--- src/rtl/hex_dump_formatter_unit_assert.svh ---
// Assertion macros for the hex dump formatter, clocked on clk_i, reset by rst_ni.
`ifndef HEX_DUMP_FORMATTER_UNIT_ASSERT_SVH
`define HEX_DUMP_FORMATTER_UNIT_ASSERT_SVH

// Property must hold in the same cycle.
`define HDF_ASSERT(label, prop, msg) \
  label: assert property (@(posedge clk_i) disable iff (!rst_ni) (prop)) \
    else $error(msg);

// Condition implies a property in the following cycle.
`define HDF_ASSERT_NEXT(label, cond, prop, msg) \
  label: assert property (@(posedge clk_i) disable iff (!rst_ni) (cond) |=> (prop)) \
    else $error(msg);

`endif

--- src/rtl/hdf_pkg.sv ---
// Shared constants and character helpers for the hex dump formatter.
`default_nettype none

package hdf_pkg;

  localparam int unsigned LineBytes   = 16;
  localparam int unsigned LineIdxW    = $clog2(LineBytes);
  localparam int unsigned CharW       = 8;
  localparam logic [31:0] OffsetLimit = 32'hFFFF_FFF0;

  localparam logic [CharW-1:0] ChSpace   = 8'h20;
  localparam logic [CharW-1:0] ChColon   = 8'h3A;
  localparam logic [CharW-1:0] ChNewline = 8'h0A;
  localparam logic [CharW-1:0] ChDot     = 8'h2E;

  function automatic logic [CharW-1:0] hex_char(input logic [3:0] v);
    hex_char = (v < 4'd10) ? (8'h30 + {4'h0, v}) : (8'h37 + {4'h0, v});
  endfunction

  function automatic logic [CharW-1:0] shown_char(input logic [CharW-1:0] b);
    shown_char = (b >= 8'd32 && b <= 8'd126) ? b : ChDot;
  endfunction

  // "OFFLIMIT:  "
  function automatic logic [CharW-1:0] offlimit_char(input logic [3:0] idx);
    case (idx)
      4'd0:    offlimit_char = 8'h4F;
      4'd1:    offlimit_char = 8'h46;
      4'd2:    offlimit_char = 8'h46;
      4'd3:    offlimit_char = 8'h4C;
      4'd4:    offlimit_char = 8'h49;
      4'd5:    offlimit_char = 8'h4D;
      4'd6:    offlimit_char = 8'h49;
      4'd7:    offlimit_char = 8'h54;
      4'd8:    offlimit_char = ChColon;
      default: offlimit_char = ChSpace;
    endcase
  endfunction

endpackage

`default_nettype wire

--- src/rtl/hdf_ram.sv ---
// Generic single-write, single-read RAM with registered read data.
`default_nettype none

module hdf_ram #(
  parameter int unsigned Width = 8,
  parameter int unsigned Depth = 16
) (
  input  wire logic                     clk_i,
  input  wire logic                     we_i,
  input  wire logic [$clog2(Depth)-1:0] waddr_i,
  input  wire logic [Width-1:0]         wdata_i,
  input  wire logic [$clog2(Depth)-1:0] raddr_i,
  output logic      [Width-1:0]         rdata_o
);

  logic [Width-1:0] mem_q [Depth];
  logic [Width-1:0] rdata_q;

  always_ff @(posedge clk_i) begin
    if (we_i) begin
      mem_q[waddr_i] <= wdata_i;
    end
    rdata_q <= mem_q[raddr_i];
  end

  assign rdata_o = rdata_q;

endmodule

`default_nettype wire

--- src/rtl/hex_dump_formatter_unit.sv ---
// Hex dump formatter top level: byte stream in, dump text out one character per transaction.
//
//   channel  dir  tdata            tlast        note
//   s_axis   in   data_byte [7:0]  end_of_data  one raw byte or end marker
//   m_axis   out  out_char  [7:0]  last_char    one ASCII character
//
// One character leaves per cycle while m_axis takes it; a new item is accepted only in idle,
// after every character of the last one has been made: a byte's hex digits and spacing, a line
// header first, the text column and newline when a line closes or at end of data. The output register sets that pace.
// The line's bytes sit in a 16-entry RAM whose registered read is issued ahead of the text column.
// Reset needs no clearing pass. A stalled m_axis holds the sequencer in place.
`default_nettype none

module hex_dump_formatter_unit (
  input  wire logic       clk_i,
  input  wire logic       rst_ni,
  input  wire logic       s_axis_tvalid_i,
  output logic            s_axis_tready_o,
  input  wire logic [7:0] s_axis_tdata_i,   // [7:0] data_byte
  input  wire logic       s_axis_tlast_i,   // end_of_data
  output logic            m_axis_tvalid_o,
  input  wire logic       m_axis_tready_i,
  output logic      [7:0] m_axis_tdata_o,   // [7:0] out_char
  output logic            m_axis_tlast_o    // last_char
);

  localparam int unsigned IdxW = hdf_pkg::LineIdxW;
  localparam logic [31:0] OffsetStep = 32'(hdf_pkg::LineBytes);

  localparam logic [2:0] StIdle = 3'd0;
  localparam logic [2:0] StHdr  = 3'd1;
  localparam logic [2:0] StHex  = 3'd2;
  localparam logic [2:0] StPad  = 3'd3;
  localparam logic [2:0] StChr  = 3'd4;
  localparam logic [2:0] StNl   = 3'd5;

  logic [2:0]      state_q, state_d;
  logic [5:0]      cnt_q, cnt_d;
  logic [7:0]      byte_q, byte_d;
  logic            end_q, end_d;
  logic [IdxW-1:0] pos_q, pos_d;
  logic [31:0]     offset_q, offset_d;
  logic            ovalid_q, ovalid_d;
  logic [7:0]      ochar_q, ochar_d;
  logic            olast_q, olast_d;

  logic            s_acc;
  logic            emit;
  logic            offlimit;
  logic [3:0]      nib;
  logic [5:0]      pos3;
  logic [5:0]      pad_len;
  logic [4:0]      chr_len;
  logic [1:0]      hex_final;
  logic [IdxW-1:0] raddr;
  logic [7:0]      rdata;

  assign s_axis_tready_o = (state_q == StIdle);
  assign s_acc           = s_axis_tvalid_i & s_axis_tready_o;
  assign emit            = (state_q != StIdle) && (!ovalid_q || m_axis_tready_i);
  assign offlimit        = (offset_q == hdf_pkg::OffsetLimit);
  assign nib             = offset_q[{~cnt_q[2:0], 2'b00} +: 4];
  assign pos3            = {1'b0, pos_q, 1'b0} + {2'b00, pos_q};
  assign pad_len         = 6'd52 - pos3 - {4'b0000, pos_q[3:2]};
  assign chr_len         = end_q ? {1'b0, pos_q} : 5'(hdf_pkg::LineBytes);
  assign hex_final       = (pos_q[1:0] == 2'd3) ? 2'd3 : 2'd2;

  always_comb begin
    raddr = '0;
    if (state_q == StChr) begin
      raddr = emit ? (cnt_q[IdxW-1:0] + 1'b1) : cnt_q[IdxW-1:0];
    end
  end

  hdf_ram #(
    .Width (hdf_pkg::CharW),
    .Depth (hdf_pkg::LineBytes)
  ) u_line_ram (
    .clk_i   (clk_i),
    .we_i    (s_acc & ~s_axis_tlast_i),
    .waddr_i (pos_q),
    .wdata_i (s_axis_tdata_i),
    .raddr_i (raddr),
    .rdata_o (rdata)
  );

  always_comb begin
    state_d  = state_q;
    cnt_d    = cnt_q;
    byte_d   = byte_q;
    end_d    = end_q;
    pos_d    = pos_q;
    offset_d = offset_q;
    ochar_d  = ochar_q;
    olast_d  = olast_q;
    ovalid_d = (ovalid_q && !m_axis_tready_i) || emit;

    unique case (state_q)
      StIdle: begin
        if (s_acc) begin
          byte_d = s_axis_tdata_i;
          end_d  = s_axis_tlast_i;
          cnt_d  = '0;
          if (s_axis_tlast_i) begin
            state_d = (pos_q != '0) ? StPad : StNl;
          end else begin
            state_d = (pos_q == '0) ? StHdr : StHex;
          end
        end
      end
      StHdr: begin
        if (emit) begin
          olast_d = 1'b0;
          if (offlimit) begin
            ochar_d = hdf_pkg::offlimit_char(cnt_q[3:0]);
          end else if (cnt_q < 6'd8) begin
            ochar_d = hdf_pkg::hex_char(nib);
          end else if (cnt_q == 6'd8) begin
            ochar_d = hdf_pkg::ChColon;
          end else begin
            ochar_d = hdf_pkg::ChSpace;
          end
          if (cnt_q == 6'd10) begin
            state_d = StHex;
            cnt_d   = '0;
          end else begin
            cnt_d = cnt_q + 6'd1;
          end
        end
      end
      StHex: begin
        if (emit) begin
          olast_d = 1'b0;
          case (cnt_q[1:0])
            2'd0:    ochar_d = hdf_pkg::hex_char(byte_q[7:4]);
            2'd1:    ochar_d = hdf_pkg::hex_char(byte_q[3:0]);
            default: ochar_d = hdf_pkg::ChSpace;
          endcase
          if (cnt_q[1:0] == hex_final) begin
            cnt_d = '0;
            if (pos_q == '1) begin
              state_d = StChr;
            end else begin
              olast_d = 1'b1;
              pos_d   = pos_q + 1'b1;
              state_d = StIdle;
            end
          end else begin
            cnt_d = cnt_q + 6'd1;
          end
        end
      end
      StPad: begin
        if (emit) begin
          olast_d = 1'b0;
          ochar_d = hdf_pkg::ChSpace;
          if (cnt_q == pad_len - 6'd1) begin
            state_d = StChr;
            cnt_d   = '0;
          end else begin
            cnt_d = cnt_q + 6'd1;
          end
        end
      end
      StChr: begin
        if (emit) begin
          olast_d = 1'b0;
          ochar_d = hdf_pkg::shown_char(rdata);
          if (cnt_q[4:0] == chr_len - 5'd1) begin
            state_d = StNl;
            cnt_d   = '0;
          end else begin
            cnt_d = cnt_q + 6'd1;
          end
        end
      end
      StNl: begin
        if (emit) begin
          olast_d = 1'b1;
          ochar_d = hdf_pkg::ChNewline;
          state_d = StIdle;
          pos_d   = '0;
          if (end_q) begin
            offset_d = '0;
          end else if (!offlimit) begin
            offset_d = offset_q + OffsetStep;
          end
        end
      end
      default: begin
        state_d = StIdle;
      end
    endcase
  end

  always_ff @(posedge clk_i or negedge rst_ni) begin
    if (!rst_ni) begin
      state_q  <= StIdle;
      cnt_q    <= '0;
      end_q    <= 1'b0;
      pos_q    <= '0;
      offset_q <= '0;
      ovalid_q <= 1'b0;
    end else begin
      state_q  <= state_d;
      cnt_q    <= cnt_d;
      end_q    <= end_d;
      pos_q    <= pos_d;
      offset_q <= offset_d;
      ovalid_q <= ovalid_d;
    end
  end

  always_ff @(posedge clk_i) begin
    byte_q  <= byte_d;
    ochar_q <= ochar_d;
    olast_q <= olast_d;
  end

  assign m_axis_tvalid_o = ovalid_q;
  assign m_axis_tdata_o  = ochar_q;
  assign m_axis_tlast_o  = olast_q;

`include "hex_dump_formatter_unit_assert.svh"

  `HDF_ASSERT_NEXT(a_last_to_idle, emit && olast_d, (state_q == StIdle) && m_axis_tlast_o, "last char left item open")
  `HDF_ASSERT(a_offset_aligned, offset_q[IdxW-1:0] == '0, "line offset not line aligned")
  `HDF_ASSERT(a_chr_in_range, (state_q != StChr) || (cnt_q[4:0] < chr_len), "text column index beyond line length")
  `HDF_ASSERT_NEXT(a_end_flush, s_acc && s_axis_tlast_i, (state_q == StPad) || (state_q == StNl), "end marker did not start flush")
  `HDF_ASSERT_NEXT(a_idle_holds, (state_q == StIdle) && !s_acc, $stable(pos_q) && $stable(offset_q), "line state moved while idle")

endmodule

`default_nettype wire
--- config.mk ---
export PLATFORM = sky130hd
export DESIGN_NAME = hex_dump_formatter_unit
export DESIGN_NICKNAME = d
export VERILOG_FILES = /design/src/rtl/hdf_pkg.sv /design/src/rtl/hdf_ram.sv /design/src/rtl/hex_dump_formatter_unit.sv
export VERILOG_INCLUDE_DIRS = /design/src /design/src/rtl
export SDC_FILE = /design/constraint.sdc
export NUM_CORES = 1
export LEC_CHECK = 0
export BUFFER_PORTS_ARGS = -buffer_cell sky130_fd_sc_hd__buf_4
export CAP_MARGIN = 20
export CORE_ASPECT_RATIO = 0.8
export CORE_MARGIN = 10
export CORE_UTILIZATION = 55
export DETAILED_ROUTE_END_ITERATION = 7
export MAX_ROUTING_LAYER = met4
export PLACE_DENSITY = 0.8
export SLEW_MARGIN = 20
export SYNTH_ARGS = -nofsm -noshare
export SYNTH_HDL_FRONTEND = slang
export SYNTH_SLANG_ARGS = --single-unit
--- constraint.sdc ---
create_clock -name clk_i -period 4.1 [get_ports clk_i]
set_input_delay 0.615 -clock clk_i [delete_from_list [all_inputs] [get_ports clk_i]]
set_output_delay 0.615 -clock clk_i [all_outputs]
set_load 0.03 [all_outputs]
==> metrics.md <==
| Metric | Value |
|---|---|
| Setup slack on the worst flop-to-flop path | `0.28 ns` |
| Capture point of the worst reg-to-reg path | `state_q[0]` |
| Register bit total from synthesis | `196` |
| Data arrival time of the worst path | `4.15 ns` |
| Initial antenna violation count | `0` |
| Final critical path time including I/O delays and setup | `3.82 ns` |
| Number of ports placed on the die boundary | `24` |
| Final Max Slew Viols | `0` |
| Syn_area_per_cell | `11.4 sq um` |
| Total buffers and inverters traversed by the critical path | `2` |
| CTS H-tree lvls | `4` |
| Gate family responsible for the most delay along the worst path | `adder cells` |
| Gate count of the mapped netlist | `856` |
| Final cell count without fillers | `1,106` |
| Die footprint | `23,500 sq um` |
| Dominant synthesized flop cell | `edfxtp_1` |
| Final HPWL from detailed placement | `15.5 mm` |
| Fraction of the yosys area taken by sequential cells | `0.573` |
| Number of hold buffers added after CTS | `0` |
| Cell type of the slowest stage on the worst timing path | `dfrtp_1` |
| First-pass iteration count of the detailed router | `7` |
| Via-to-Cell Ratio | `6.51` |
| Post-route DRC violation count | `0` |
| Max-capacitance violation count | `0` |
| Endpoint kind of the worst setup timing path | `flop` |
| Initial DRC count | `880` |
| Leak Pwr | `3.98 nW` |
| Number of routed nets with antenna violations | `0` |
| Synthesis Warnings | `0` |
| Number of diodes added for antenna fixing | `0` |
| Maximum frequency from static timing analysis | `262 MHz` |
| Synthesized net count | `902` |
| CTS Buf Count | `17` |
| EDFF count, synth | `145` |
| Sequence of cells on the critical path | `inv_1 > ha_1 > fa_1 > inv_1 > ha_1 > fa_1 > xnor2_1 > nand4_1 > nor4b_1 > o32ai_1 > nor3_2 > mux2_2` |
| Clock insertion delay at the later pin of the skew report | `0.45 ns` |
| Final GP Congestion | `0.939` |
| Unrepaired setup endpoints after global routing | `false` |
| Number of failing setup endpoints in the final timing report | `0` |
| Routed length per instance | `21.2 um` |
| Crit start category | `flop` |
| Netlist cell types | `66` |
| TritonCTS clock tree | `yes` |
| Post-Route WL | `23.4 mm` |
| Final cell area excluding filler cells | `10,800 sq um` |
| Worst IR drop on VDD | `0.000297 V` |
| Die Span X | `169 um` |
| Worst-path fanout max | `9` |
| Starting utilization of the core area | `0.562` |
| Standard-cell row count | `43` |
| Maximum number of pins on one net before global-route repair | `44` |
| Hold Worst Slack | `0.154 ns` |
| Reg-to-reg critical path startpoint | `pos_q[0]` |
| Final cell utilization of the core | `0.623` |
| Via count | `7,195` |
| Count of buffers inserted at the top-level ports | `23` |
| Number of sinks driven by the clock tree | `196` |
| Period utilization | `0.931` |
| Buffer type at the clock tree root | `clkbuf_16` |
| Area of the mapped netlist | `9760 sq um` |
| Crit Path Class | `flop to flop` |
| Run status | `finished, final reports clean` |
| Final number of hold-violating endpoints | `0` |
| Layout overhead on the synthesized area | `10.8%` |
| Sequential cell area in the final layout | `5590 sq um` |
| Global-route wire length before repair | `37.2 mm` |
| Final nets | `914` |
| Area occupied by multi-input gates | `3900 sq um` |
| Vias in the first global route | `6,705` |
| Number of placed instances, taps included | `1,073` |
| Transition time at the pin with the least slew margin | `1.14 ns` |
| Placed cell area | `10,200 sq um` |
| Class of the tightest hold or removal check | `input pin to asynchronous set/reset pin` |
| Fill cell instance count of the final layout | `1,307` |
| Worst Setup SP | `pos_q[0]` |
| Setup_tns | `0 ns` |
| Pwr dens | `565 nW/um^2` |
| Max Root-Sink Buffers | `2` |
| Critical path required time | `4.43 ns` |
| Slew Limit Headroom | `0.235` |
| Remaining global-route overflow | `0` |
| Share of cells above drive strength 1 | `0.119` |
| GR Util All Layers | `0.205` |
| Async S/R FF share, synth | `0.219` |
| Vertical die dimension | `139 um` |
| Clock Skews | `0.0110 ns` |
| Core area | `17,400 sq um` |
| Depth of the most critical reg-to-reg path | `12` |
| Clock transition at path regs | `0.08 ns` |
| Delay of the slowest cell on the worst path | `0.50 ns` |
flip-flops by register name, summed over array words and instances, names as in the netlist:
name	cells
m_axis_tlast_o	1
m_axis_tdata_o	8
u_line_ram.mem_q	128
m_axis_tvalid_o	1
u_line_ram.rdata_o	8
offset_q	28
state_q	3
pos_q	4
end_q	1
cnt_q	6
byte_q	8
layout by cell type (no fill, tap or decap), types with 11 or more instances in the layout:
cell type / Yosys / layout
nor3_1: 20 / 18
inv_1: 31 / 31
ha_1: 30 / 30
dfrtp_1: 43 / 43
xor2_1: 11 / 11
buf_4: 1 / 39
nand3_1: 45 / 45
nand2_1: 48 / 48
clkbuf_16: 0 / 17
xnor2_1: 27 / 27
and3_1: 23 / 23
mux2_2: 15 / 15
a21oi_1: 49 / 49
nand4_1: 14 / 14
nor2_1: 52 / 52
a22o_1: 27 / 27
edfxtp_1: 145 / 145
o21ai_0: 83 / 83
how the worst max path moves through the flow:
| stage | end | slack [ns] | cells past startpoint |
|---|---|---|---|
| 3_5_place_dp | state_q[1] | 0.28 | 12 |
| 4_1_cts | state_q[0] | 0.16 | 12 |
| 5_1_grt | state_q[0] | 0.03 | 12 |
| 3_3_place_gp | state_q[0] | 0.41 | 12 |
| 6_report | state_q[0] | 0.28 | 12 |
| 2_1_floorplan | state_q[0] | 0.67 | 12 |
cells in the mapped netlist, drive strengths merged, types with 15 or more instances:
library cell,count,area share
a22o,27,0.024
xnor2,27,0.024
a21oi,49,0.025
and3,23,0.015
nor3,21,0.011
clkbuf,37,0.014
ha,30,0.038
edfxtp,145,0.45
nor2,52,0.020
nand3,45,0.023
mux2,15,0.017
nand2,48,0.018
dfrtp,43,0.11
o21ai,86,0.044
nand4,15,0.010
inv,32,0.012
timing repair:
| action | CTS | global route |
|---|---|---|
| gates resized for setup | 0 | 1 |
| endpoints found under the setup margin | 0 | 2 |
| setup buffers | 0 | 0 |
through the flow:
stage	power (mW)	setup WS [ns]
floorplan	3.83	0.670
global placement	4.36	0.408
detailed placement	4.41	0.281
CTS	6.07	0.156
global route	6.41	0.0272
finish	6.11	0.282
report_power, final:
group	internal [mW]	total [mW]	switching, mW
clock network	0.830	1.68	0.848
registers	2.33	2.52	0.187
logic	0.711	1.92	1.21
total	3.87	6.11	2.24
worst reg2reg max path: cells and delay by family (launching register included):
kind / cells / cell delay, ns
XOR/XNOR: 1 / 0.16
adder cells (fa/ha/maj): 4 / 1.39
AND/OR/NAND/NOR: 3 / 0.84
multiplexers: 1 / 0.37
flip-flops: 1 / 0.50
buffers and inverters: 2 / 0.20
AO/OA/AOI/OAI: 1 / 0.24
final cells by class:
class / count / share of cell area
flip-flops and latches: 196 / 0.517
multi-input cells: 580 / 0.360
clock buffers: 18 / 0.0397
repair buffers: 41 / 0.0303
well taps: 225 / 0.0260
clock inverters: 14 / 0.0158
inverters: 32 / 0.0111
layer usage:
metal  vias up  part of all wire  track usage
li1       3259                 -            -
met1      3442              0.42        0.284
met2       454              0.43        0.279
met3        40              0.14       0.0677
met4         0             0.016       0.0645
met5         -                 0            -
cell families after synthesis:
group | Yosys count | share of synthesized area
buf+inv | 80 | 0.0322
xor+xnor | 38 | 0.0341
other cells | 1 | 0.000384
fa+ha+maj | 33 | 0.0446
simple gates | 254 | 0.133
mux | 25 | 0.0327
flops | 196 | 0.573
compound gates | 229 | 0.150
Power figures use the tool's default switching activity.
